$ cat config.mk
export PLATFORM = sky130hd
export DESIGN_NAME = led_blink_error_code_signaler
export DESIGN_NICKNAME = d
export VERILOG_FILES = /design/src/rtl/lbec_pkg.sv /design/src/rtl/lbec_digit_split.sv /design/src/rtl/lbec_seq.sv /design/src/rtl/lbec_out_buf.sv /design/src/rtl/led_blink_error_code_signaler.sv
export SDC_FILE = /design/constraint.sdc
export NUM_CORES = 1
export LEC_CHECK = 0
export ABC_AREA = 1
export BUFFER_PORTS_ARGS = -buffer_cell sky130_fd_sc_hd__clkbuf_2
export CORE_ASPECT_RATIO = 1.5
export CORE_MARGIN = 2
export CORE_UTILIZATION = 40
export CTS_CLUSTER_SIZE = 12
export DETAILED_ROUTE_END_ITERATION = 16
export PLACE_DENSITY = 0.69
export SYNTH_ARGS = -nofsm -noshare
export SYNTH_HDL_FRONTEND = slang
export SYNTH_SLANG_ARGS = --single-unit
$ cat constraint.sdc
create_clock -name i_clk -period 5 [get_ports i_clk]
set_input_delay 0.5 -clock i_clk [delete_from_list [all_inputs] [get_ports i_clk]]
set_output_delay 0.5 -clock i_clk [all_outputs]
set_load 0.005 [all_outputs]
$ cat src/rtl/lbec_pkg.sv
// Shared types, phase codes and timing constants for the LED error-code signaler.
package lbec_pkg;

    // Request kinds carried in tuser
    localparam logic REQ_TICK  = 1'b0;
    localparam logic REQ_START = 1'b1;

    // Pattern phases
    localparam logic [2:0] PH_IDLE  = 3'd0;
    localparam logic [2:0] PH_PRE   = 3'd1;
    localparam logic [2:0] PH_MARK  = 3'd2;
    localparam logic [2:0] PH_SPACE = 3'd3;
    localparam logic [2:0] PH_PHI   = 3'd4;
    localparam logic [2:0] PH_PLO   = 3'd5;

    // Phase lengths in tenths of a beat
    localparam logic [6:0] LEN_PRE   = 7'd80;
    localparam logic [6:0] LEN_MARK  = 7'd100;
    localparam logic [6:0] LEN_SPACE = 7'd70;
    localparam logic [6:0] LEN_PHI   = 7'd4;
    localparam logic [6:0] LEN_PLO   = 7'd16;

    // Code saturation and decimal split constants
    localparam logic [31:0] CODE_MAX   = 32'd999;
    localparam logic [15:0] HUND_RECIP = 16'd41;   // n/100 == (n*41)>>12 for n < 1000
    localparam logic [15:0] HUND       = 16'd100;
    localparam logic [14:0] TEN_RECIP  = 15'd205;  // n/10 == (n*205)>>11 for n < 100
    localparam logic [7:0]  TEN        = 8'd10;
    localparam logic [3:0]  DIGIT_MAX  = 4'd9;
    localparam logic [1:0]  LAST_DIGIT = 2'd2;

    // Item after the first split step: hundreds digit and remainder below 100
    typedef struct packed {
        logic       valid;
        logic       req;
        logic [3:0] hund;
        logic [6:0] rem;
    } t_split_item;

    // One result item
    typedef struct packed {
        logic signaling;
        logic led_on;
    } t_result;

endpackage

$ cat src/rtl/lbec_digit_split.sv
// Input register with code saturation, then the hundreds split stage.
module lbec_digit_split (
    input  logic                  i_clk,
    input  logic                  i_rst_n,
    input  logic                  i_en,
    input  logic                  i_valid,
    input  logic                  i_req,
    input  logic [31:0]           i_code,
    output lbec_pkg::t_split_item o_item
);

    logic                  r_valid;
    logic                  r_req;
    logic [9:0]            r_code;
    logic [9:0]            n_code;
    lbec_pkg::t_split_item r_item;
    logic [15:0]           w_prod;
    logic [3:0]            w_hund;
    logic [15:0]           w_hund_x100;
    logic [9:0]            w_rem;

    // Saturate to 999 ahead of the input register
    assign n_code = (i_code > lbec_pkg::CODE_MAX) ? lbec_pkg::CODE_MAX[9:0] : i_code[9:0];

    always_ff @(posedge i_clk) begin
        if (!i_rst_n) begin
            r_valid <= 1'b0;
        end else if (i_en) begin
            r_valid <= i_valid;
        end
    end

    always_ff @(posedge i_clk) begin
        if (i_en) begin
            r_req  <= i_req;
            r_code <= n_code;
        end
    end

    // Hundreds digit by reciprocal multiply, remainder by subtract
    assign w_prod      = 16'(r_code) * lbec_pkg::HUND_RECIP;
    assign w_hund      = w_prod[15:12];
    assign w_hund_x100 = 16'(w_hund) * lbec_pkg::HUND;
    assign w_rem       = r_code - w_hund_x100[9:0];

    // Split register
    always_ff @(posedge i_clk) begin
        if (!i_rst_n) begin
            r_item.valid <= 1'b0;
        end else if (i_en) begin
            r_item.valid <= r_valid;
            r_item.req   <= r_req;
            r_item.hund  <= w_hund;
            r_item.rem   <= w_rem[6:0];
        end
    end

    assign o_item = r_item;

endmodule

$ cat src/rtl/lbec_seq.sv
// Blink pattern sequencer: pattern state, prescaler and phase timing.
module lbec_seq (
    input  logic                  i_clk,
    input  logic                  i_rst_n,
    input  logic                  i_en,
    input  lbec_pkg::t_split_item i_item,
    input  logic [15:0]           i_ticks_per_tenth,
    output logic                  o_push,
    output lbec_pkg::t_result     o_result
);

    logic        r_active, n_active;
    logic [3:0]  r_dig [3];
    logic [3:0]  n_dig [3];
    logic [2:0]  r_phase, n_phase;
    logic [1:0]  r_didx, n_didx;
    logic [3:0]  r_pulses, n_pulses;
    logic [6:0]  r_dur, n_dur;
    logic [15:0] r_presc, n_presc;

    logic [14:0] w_tens_prod;
    logic [3:0]  w_tens;
    logic [7:0]  w_tens_x10;
    logic [6:0]  w_units;
    logic [15:0] w_limit;
    logic [15:0] w_presc_inc;
    logic        w_roll;
    logic [6:0]  w_dur_dec;
    logic [3:0]  w_pulses_dec;
    logic [1:0]  w_next_idx;
    logic [3:0]  w_sel_dig;
    logic [3:0]  w_sel_clamped;
    logic        w_do;

    // Tens and units from the remainder below 100
    assign w_tens_prod = 15'(i_item.rem) * lbec_pkg::TEN_RECIP;
    assign w_tens      = w_tens_prod[14:11];
    assign w_tens_x10  = 8'(w_tens) * lbec_pkg::TEN;
    assign w_units     = i_item.rem - w_tens_x10[6:0];

    // Prescaler rollover; a zero setting counts as one
    assign w_limit     = (i_ticks_per_tenth == 16'd0) ? 16'd1 : i_ticks_per_tenth;
    assign w_presc_inc = r_presc + 16'd1;
    assign w_roll      = (w_presc_inc >= w_limit) || (w_presc_inc == 16'd0);
    assign w_dur_dec   = (r_dur != 7'd0) ? r_dur - 7'd1 : r_dur;
    assign w_pulses_dec = (r_pulses != 4'd0) ? r_pulses - 4'd1 : r_pulses;

    // Next digit index: first nonzero after the mark, else units; otherwise the following one
    always_comb begin
        if (r_phase == lbec_pkg::PH_MARK) begin
            if (r_dig[0] != 4'd0) begin
                w_next_idx = 2'd0;
            end else if (r_dig[1] != 4'd0) begin
                w_next_idx = 2'd1;
            end else begin
                w_next_idx = lbec_pkg::LAST_DIGIT;
            end
        end else begin
            w_next_idx = r_didx + 2'd1;
        end
    end

    // Digit read and clamp to 1..9
    always_comb begin
        case (w_next_idx)
            2'd0:    w_sel_dig = r_dig[0];
            2'd1:    w_sel_dig = r_dig[1];
            default: w_sel_dig = r_dig[2];
        endcase
        if (w_sel_dig == 4'd0) begin
            w_sel_clamped = 4'd1;
        end else if (w_sel_dig > lbec_pkg::DIGIT_MAX) begin
            w_sel_clamped = lbec_pkg::DIGIT_MAX;
        end else begin
            w_sel_clamped = w_sel_dig;
        end
    end

    assign w_do = i_item.valid && i_en;

    // Next state for one item
    always_comb begin
        n_active = r_active;
        n_dig    = r_dig;
        n_phase  = r_phase;
        n_didx   = r_didx;
        n_pulses = r_pulses;
        n_dur    = r_dur;
        n_presc  = r_presc;
        if (w_do) begin
            if (i_item.req == lbec_pkg::REQ_START) begin
                if (!r_active) begin
                    n_active = 1'b1;
                    n_dig[0] = i_item.hund;
                    n_dig[1] = w_tens;
                    n_dig[2] = w_units[3:0];
                    n_phase  = lbec_pkg::PH_PRE;
                    n_dur    = lbec_pkg::LEN_PRE;
                    n_presc  = 16'd0;
                    n_didx   = 2'd0;
                    n_pulses = 4'd0;
                end
            end else if (r_active) begin
                if (!w_roll) begin
                    n_presc = w_presc_inc;
                end else begin
                    n_presc = 16'd0;
                    n_dur   = w_dur_dec;
                    if (w_dur_dec == 7'd0) begin
                        unique case (r_phase)
                            lbec_pkg::PH_PRE: begin
                                n_phase = lbec_pkg::PH_MARK;
                                n_dur   = lbec_pkg::LEN_MARK;
                            end
                            lbec_pkg::PH_MARK: begin
                                n_didx   = w_next_idx;
                                n_pulses = w_sel_clamped;
                                n_phase  = lbec_pkg::PH_SPACE;
                                n_dur    = lbec_pkg::LEN_SPACE;
                            end
                            lbec_pkg::PH_SPACE: begin
                                n_phase = lbec_pkg::PH_PHI;
                                n_dur   = lbec_pkg::LEN_PHI;
                            end
                            lbec_pkg::PH_PHI: begin
                                n_phase = lbec_pkg::PH_PLO;
                                n_dur   = lbec_pkg::LEN_PLO;
                            end
                            lbec_pkg::PH_PLO: begin
                                n_pulses = w_pulses_dec;
                                if (w_pulses_dec != 4'd0) begin
                                    n_phase = lbec_pkg::PH_PHI;
                                    n_dur   = lbec_pkg::LEN_PHI;
                                end else if (r_didx < lbec_pkg::LAST_DIGIT) begin
                                    n_didx   = w_next_idx;
                                    n_pulses = w_sel_clamped;
                                    n_phase  = lbec_pkg::PH_SPACE;
                                    n_dur    = lbec_pkg::LEN_SPACE;
                                end else begin
                                    n_phase = lbec_pkg::PH_PRE;
                                    n_dur   = lbec_pkg::LEN_PRE;
                                end
                            end
                            default: begin
                                n_phase = lbec_pkg::PH_PRE;
                                n_dur   = lbec_pkg::LEN_PRE;
                            end
                        endcase
                    end
                end
            end
        end
    end

    always_ff @(posedge i_clk) begin
        if (!i_rst_n) begin
            r_active <= 1'b0;
            r_dig[0] <= 4'd0;
            r_dig[1] <= 4'd0;
            r_dig[2] <= 4'd0;
            r_phase  <= lbec_pkg::PH_IDLE;
            r_didx   <= 2'd0;
            r_pulses <= 4'd0;
            r_dur    <= 7'd0;
            r_presc  <= 16'd0;
        end else begin
            r_active <= n_active;
            r_dig    <= n_dig;
            r_phase  <= n_phase;
            r_didx   <= n_didx;
            r_pulses <= n_pulses;
            r_dur    <= n_dur;
            r_presc  <= n_presc;
        end
    end

    // Result reflects the state after this item
    assign o_push             = w_do;
    assign o_result.signaling = n_active;
    assign o_result.led_on    = n_active &&
                                ((n_phase == lbec_pkg::PH_MARK) || (n_phase == lbec_pkg::PH_PHI));

endmodule

$ cat src/rtl/lbec_out_buf.sv
// Two-entry result buffer: output register plus skid entry.
module lbec_out_buf (
    input  logic              i_clk,
    input  logic              i_rst_n,
    input  logic              i_push,
    input  lbec_pkg::t_result i_data,
    output logic              o_full,
    output logic              o_valid,
    input  logic              i_ready,
    output lbec_pkg::t_result o_data
);

    logic [1:0]        r_cnt, n_cnt;
    lbec_pkg::t_result r_d0;
    lbec_pkg::t_result r_d1;
    logic              w_pop;

    assign w_pop = (r_cnt != 2'd0) && i_ready;

    always_comb begin
        n_cnt = r_cnt;
        if (i_push && !w_pop) begin
            n_cnt = r_cnt + 2'd1;
        end else if (!i_push && w_pop) begin
            n_cnt = r_cnt - 2'd1;
        end
    end

    always_ff @(posedge i_clk) begin
        if (!i_rst_n) begin
            r_cnt <= 2'd0;
        end else begin
            r_cnt <= n_cnt;
        end
    end

    // Entry shuffle: head drains first, new transfer lands behind it
    always_ff @(posedge i_clk) begin
        if (w_pop) begin
            if (r_cnt == 2'd2) begin
                r_d0 <= r_d1;
                if (i_push) begin
                    r_d1 <= i_data;
                end
            end else if (i_push) begin
                r_d0 <= i_data;
            end
        end else if (i_push) begin
            if (r_cnt == 2'd0) begin
                r_d0 <= i_data;
            end else begin
                r_d1 <= i_data;
            end
        end
    end

    assign o_full  = (r_cnt == 2'd2);
    assign o_valid = (r_cnt != 2'd0);
    assign o_data  = r_d0;

endmodule

$ cat src/rtl/led_blink_error_code_signaler.sv
// Top level of the LED blink error-code signaler.
//
//  Channel   Direction  Handshake                     Payload
//  s_axis    in         s_axis_tvalid/s_axis_tready   tuser: req_type; tdata: error_code
//  m_axis    out        m_axis_tvalid/m_axis_tready   tdata: led_on, signaling
//  cfg       in         i_cfg_valid/o_cfg_ready       i_cfg_data: ticks_per_tenth_beat
//
// One item per cycle while the buffer has room; a result passes the input register,
// the hundreds split register and the sequencer update into the result buffer.
// All stages advance together while the two-entry result buffer has room;
// a stalled m_axis drops s_axis_tready only once both entries hold results.
// Synchronous active-low reset clears the pattern state; the tick divider resets to 1.
module led_blink_error_code_signaler (
    input  logic        i_clk,
    input  logic        i_rst_n,
    input  logic        s_axis_tvalid,
    output logic        s_axis_tready,
    input  logic [31:0] s_axis_tdata,   // [31:0] error_code
    input  logic [0:0]  s_axis_tuser,   // [0] req_type
    output logic        m_axis_tvalid,
    input  logic        m_axis_tready,
    output logic [7:0]  m_axis_tdata,   // [0] led_on, [1] signaling, [7:2] zero
    input  logic        i_cfg_valid,
    output logic        o_cfg_ready,
    input  logic [15:0] i_cfg_data
);

    logic [15:0]           r_tpt;
    logic                  w_en;
    logic                  w_full;
    logic                  w_push;
    lbec_pkg::t_split_item w_item;
    lbec_pkg::t_result     w_result;
    lbec_pkg::t_result     w_out;

    // Tick divider register
    assign o_cfg_ready = 1'b1;

    always_ff @(posedge i_clk) begin
        if (!i_rst_n) begin
            r_tpt <= 16'd1;
        end else if (i_cfg_valid && o_cfg_ready) begin
            r_tpt <= i_cfg_data;
        end
    end

    // Pipeline advance
    assign w_en          = !w_full;
    assign s_axis_tready = w_en;

    lbec_digit_split u_split (
        .i_clk   (i_clk),
        .i_rst_n (i_rst_n),
        .i_en    (w_en),
        .i_valid (s_axis_tvalid),
        .i_req   (s_axis_tuser[0]),
        .i_code  (s_axis_tdata),
        .o_item  (w_item)
    );

    lbec_seq u_seq (
        .i_clk             (i_clk),
        .i_rst_n           (i_rst_n),
        .i_en              (w_en),
        .i_item            (w_item),
        .i_ticks_per_tenth (r_tpt),
        .o_push            (w_push),
        .o_result          (w_result)
    );

    lbec_out_buf u_out (
        .i_clk   (i_clk),
        .i_rst_n (i_rst_n),
        .i_push  (w_push),
        .i_data  (w_result),
        .o_full  (w_full),
        .o_valid (m_axis_tvalid),
        .i_ready (m_axis_tready),
        .o_data  (w_out)
    );

    assign m_axis_tdata = {6'd0, w_out.signaling, w_out.led_on};

endmodule

# Word level (Yosys, flattened, before mapping)
# Cells that the tools add are included.
[op_classes] add_sub_neg=8 mul=4 order_cmp=4 eq_ne=14 n_mux=59 bitwise_logic=2 reduce_logical=38
[ops] cell="$mux W16" count=5
[ops] cell="$mux W7" count=7
[ops] cell="$mux W2" count=22
[ops] cell="$mux W4" count=10
[ops] cell="$pmux W7 S5" count=1
[ops] cell="$gt A32 B10 Y1 const B" count=1
[ops] cell="$logic_not A16 Y1" count=2
[ops] cell="$mux W3" count=7
[ops] cell="$add A16 B1 Y16 const B" count=1
[ops] cell="$ge A16 B16 Y1" count=1
[ops] cell="$mul A10 B6 Y16 const B" count=1
[ops] cell="$pmux W4 S2" count=2
[ops] cell="$reduce_bool A2 Y1" count=8
[ops] cell="$reduce_bool A4 Y1" count=4
[ops] cell="$mul A7 B8 Y15 const B" count=1
[ops] cell="$pmux W3 S5" count=1
[ops] cell="$reduce_and A3 Y1" count=4
[ops] cell="$eq A3 B2 Y1 const B" count=3
[ops] cell="$eq A3 B3 Y1 const B" count=3
[ops] cell="$reduce_and A8 Y1" count=1
[ops] cell="$logic_not A7 Y1" count=1
[ops] cell="$reduce_bool A7 Y1" count=1
[ops] cell="$sub A7 B1 Y7 const B" count=1
[ops] cell="$sub A7 B7 Y7" count=1
[ops] cell="other kinds (28)" count=40
[totals] register_bits=92 input_bits=54 elab_cells=151

# Depth between registers and ports, before layout
[logic_depth] ltp_word=16 mapped_depth=24

# Hierarchy
# Synthesis repeated with hierarchy kept, for this count alone.
[hier_totals] hier_cells=1022 area_unflattened_um2=7358.3
[modules_own_cells] module="lbec_seq" instances=1 cells_per_inst=682 area_each_um2=4393.0 seq_area_each_um2=900.9
[modules_own_cells] module="lbec_digit_split" instances=1 cells_per_inst=190 area_each_um2=1913.1 seq_area_each_um2=730.7
[modules_own_cells] module="led_blink_error_code_signaler" instances=1 cells_per_inst=110 area_each_um2=735.7 seq_area_each_um2=320.3
[modules_own_cells] module="lbec_out_buf" instances=1 cells_per_inst=40 area_each_um2=316.6 seq_area_each_um2=160.2

# Least setup slack after synthesis
# Ideal clock, no wire load.
[synth_path] kind="register to register" start="register u_split.r_code[3]" end="register u_split.r_item, in the netlist u_split.o_item[6], data pin" setup_time_ps=254 arrival_time_ps=4007 required_ps=4746 slack_ps=739 stages_incl_launch_ff=25 n_path_buf=0 path_cell_list="edfxtp_1 ha_1 inv_1 fa_1 inv_1 ha_1 ha_1 nand2_1 o21ai_0 nand4_1 o211ai_1 nand2_1 nand2_1 nand2_1 nand2_1 a21oi_1 xnor2_1 ha_1 inv_1 ha_1 a21o_1 a31oi_1 xor2_1 xnor2_1 inv_1"
[synth_between] elab_chain_len=3
[synth_lines] element="from (decl)" line="lbec_digit_split.sv:14" source="logic [9:0] r_code;"
[synth_lines] element="from (signal assigned)" line="lbec_digit_split.sv:36" source="r_code <= n_code;"
[synth_lines] element="$mul A10 B6 Y16" line="lbec_digit_split.sv:41" source="assign w_prod = 16'(r_code) * lbec_pkg::HUND_RECIP;"
[synth_lines] element="via u_split.w_prod[15]" line="lbec_digit_split.sv:17" source="logic [15:0] w_prod;"
[synth_lines] element="$mul A4 B5 Y5" line="lbec_digit_split.sv:43" source="assign w_hund_x100 = 16'(w_hund) * lbec_pkg::HUND;"
[synth_lines] element="$sub A7 B7 Y7" line="lbec_digit_split.sv:44" source="assign w_rem = r_code - w_hund_x100[9:0];"
[synth_lines] element="via u_split.w_rem[6]" line="lbec_digit_split.sv:20" source="logic [9:0] w_rem;"
[synth_lines] element="to (decl)" line="lbec_digit_split.sv:16" source="lbec_pkg::t_split_item r_item;"
# The timed path passes the listed nets, and every way through them passes these cells.
# A chain may end at the register's enable or synchronous reset.

# Worst setup path in the final report
# Same ends and word-level chain as after synthesis.

==> impl_metrics.tcl <==
set metrics [dict create \
    synth-edff-count 27 \
    vias 5861 \
    cts.reportedPaths.clkPinSlew_ps 60 \
    avgViaCountPerCell 5.02 \
    numCtsBuffers 9 \
    total_switching_power_mw 2.22 \
    power.internal_mw 2.68 \
    clk_latency_ps 340 \
    first_pass_iters 4 \
    cts_buffer_depth 2 \
    cp-end-kind "register" \
    netlist_area_um2 6860 \
    hpwl_um 11500 \
    cp_slowest_cell "edfxtp_1" \
    postRouteAntennaNets 0 \
    fin_area_um2 7620 \
    numPortBuffers 57 \
    fillCellCount 1656 \
    relSlewSlack_pct 37.3 \
    final_max_slew_viol_count 0 \
    slowest_delay_ps 490 \
    hp-class "input pin to register" \
    p_seq_share_pct 21.4 \
    final_nets 1118 \
    synth_flop_cell "dfxtp_1" \
    drt_iter0_markers 208 \
    fmax_mhz 217 \
    critPathLaunchType "register" \
    cp_top_family "adder cells" \
    grt_pass1_wl_um 24400 \
    worstPathArrival_ps 4700 \
    gp_congestion 0.830 \
    final-seq-area_um2 2110 \
    drt-total-wl_um 14500 \
    htree_levels 3 \
    yosysWarnings 0 \
    post_cts_resized 0 \
    wire_per_inst_um 12.4 \
    worstPathCellList "ha_1 > inv_1 > fa_1 > inv_1 > ha_1 > ha_1 > nand2_1 > o21ai_0 > nand4_1 > o211ai_1 > nand2_1 > nand2_1 > nand2_1 > nand2_1 > a21oi_1 > xnor2_1 > ha_1 > inv_1 > ha_1 > a21o_1 > a31oi_1 > xor2_1 > xnor2_1 > inv_1" \
    synth-seq-cells 92 \
    dieArea_um2 18200 \
    cts_num_sinks 92 \
    core_um2 16800 \
    synth.distinct_cells 46 \
    synth-seq-area-share_pct 30.8 \
    die_x_um 111 \
    ir_worst_vdd_mv 0.548 \
    std_cell_rows 58 \
    worst_clock_skew_ps 8.69 \
    comb_power_share_pct 64.8 \
    finalSetupViolCount 0 \
    layout_min_cycle_time_ps 4600 \
    io_pins 65 \
    p_leak_nw 3.72 \
    grt_pass1_vias 5576 \
    place_area_um2 7330 \
    drv_cap 0 \
    postCtsSetupBuffers 0 \
    syn_avg_cell_area_um2 7.63 \
    rsz0062_at_grt "no" \
    finalHoldViolations 0 \
    overflow 0 \
    die_h_um 164 \
    p_per_area_nw_per_um2 643 \
    cts_hold_buf 0 \
    p_sw_share_pct 45.3 \
    tritoncts "built" \
    fin_setup_tns_ps 0 \
    post-route-period-util_pct 92.0 \
    cp_max_fo 5 \
    diodes 0 \
    netlist_instances 899 \
    status "finished, final reports clean" \
    crit_required_ps 5100 \
    place_inst 1152 \
    grt_max_degree 35 \
    clockRootBuffer "clkbuf_16" \
    drive_gt1_share_pct 11.3 \
    multi_input_area_um2 4090 \
    syn2layout_area_growth_pct 11.1 \
    drc_errors 0 \
    pwr-share-clk_pct 13.8 \
    track_usage_pct 16.3 \
    layout.cells.non_filler 1167 \
    critPathKind "register to register" \
    async_flop_share_pct 0 \
    crit_buf_inv 4 \
    antenna_found_initial 0 \
    start_util_pct 40.9 \
    worst-slew-pin-transition_ps 937 \
]
## sequential cells by signal, summed over array words and instances, names as in the netlist
register         cells
u_seq.r_active       1
u_seq.r_didx         2
u_split.r_req        1
u_split.r_valid      1
u_seq.r_dur          7
u_seq.r_pulses       4
r_tpt               16
u_seq.r_dig         12
u_seq.r_phase        3
u_out.r_d1           2
u_split.r_code      10
u_out.r_cnt          2
u_out.o_data         2
u_seq.r_presc       16
u_split.o_item      13
## layout by cell type, fill, tap and decap left out, drive strengths merged, types with 3 or more instances in the layout
cell type  Yosys  routed
a21oi         82      82
inv          151     153
o21bai         4       4
conb           2       7
a211oi         4       4
nor2          71      71
edfxtp        27      27
nor4          10      10
nand3         40      40
or2            9       9
fa            14      14
o22ai          3       3
clkinv         2       3
a31oi          3       3
a21o           3       3
clkbuf        11      68
dfxtp         65      65
xor2          12      12
o21ai         49      49
nand2        193     193
ha            97      97
xnor2          6       6
nand4         10      10
o221ai         4       4
nor3           7       7
## Yosys cell counts (5+ instances only)
master | n | area, um2
nand3_1 | 36 | 180
nor4_1 | 10 | 62.6
nor3_1 | 6 | 30.0
xnor2_1 | 6 | 52.6
o21ai_0 | 46 | 230
buf_4 | 7 | 52.6
inv_1 | 146 | 548
inv_2 | 5 | 18.8
ha_1 | 97 | 1210
nor2_2 | 6 | 37.5
dfxtp_1 | 65 | 1300
a21oi_1 | 81 | 405
fa_1 | 14 | 280
nor2_1 | 61 | 229
edfxtp_1 | 27 | 811
nand4_1 | 10 | 62.6
xor2_1 | 12 | 105
nand2_1 | 188 | 706
clkbuf_1 | 11 | 41.3
or2_2 | 9 | 56.3
## metal layers
layer / up-vias / track usage, % / routed length, um
li1: 3056 / - / -
met1: 2664 / 18.6 / 6110
met2: 113 / 30.7 / 7600
met3: 28 / 2.44 / 457
met4: 0 / 6.08 / 350
met5: - / 0 / 0
## worst paths after layout
kind / startpoint / end / slack (ps) / cells past startpoint
min: s_axis_tuser / u_split.r_req / 340 / 1
min reg2reg: u_split.r_req / u_split.o_item[11] / 460 / 0
max reg2reg: u_split.r_code[3] / u_split.o_item[6] / 400 / 24
max: u_split.r_code[3] / u_split.o_item[6] / 400 / 24
## area by class of cell
cell class              count  area share, %
clock inverters             4          0.394
repair buffers             58           3.84
well taps                 210           3.45
flip-flops and latches     92           27.7
multi-input cells         639           53.6
inverters                 153           7.53
clock buffers              11           3.46
## kinds of logic (layout without fill, tap and decap cells)
kind of cell / count (synthesis) / count (layout) / share of synthesized area (%)
buf+inv: 173 / 226 / 9.89
compound gates: 162 / 162 / 13.1
other cells: 2 / 7 / 0.110
flops: 92 / 92 / 30.8
simple gates: 341 / 341 / 22.0
xor+xnor: 18 / 18 / 2.30
fa+ha+maj: 111 / 111 / 21.8
## worst reg2reg max path, stage by stage, from the launching register on
cell,delay [ps]
edfxtp_1,490
ha_1,320
inv_1,60
fa_1,490
inv_1,40
ha_1,290
ha_1,280
nand2_1,40
o21ai_0,170
nand4_1,100
o211ai_1,140
nand2_1,80
nand2_1,80
nand2_1,60
nand2_1,90
a21oi_1,80
xnor2_1,140
ha_1,280
inv_1,40
ha_1,310
a21o_1,190
a31oi_1,190
xor2_1,200
xnor2_1,140
inv_1,50
## power by group through the flow
| stage | Clock, mW | Sequential [mW] | Combinational [mW] |
|---|---|---|---|
| 2_1_floorplan | 0 | 1.04 | 2.52 |
| 3_3_place_gp | 0 | 1.06 | 3.09 |
| 3_5_place_dp | 0 | 1.07 | 3.19 |
| 4_1_cts | 0.690 | 1.05 | 3.24 |
| 5_1_grt | 0.717 | 1.06 | 3.75 |
| 6_report | 0.676 | 1.05 | 3.18 |
## stage by stage
stage / hold slack [ps] / utilization [%] / total power [mW] / setup WS [ps]
after detailed placement: 438 / 43.7 / 4.25 / 426
after CTS: 325 / 45.5 / 4.98 / 386
after floorplan: 400 / - / 3.56 / 739
after global routing: 324 / 45.5 / 5.53 / 65.6
final: 339 / 45.5 / 4.90 / 398
after global placement: 446 / 43.7 / 4.15 / 552
No activity file was read; power rests on OpenSTA's default activity.
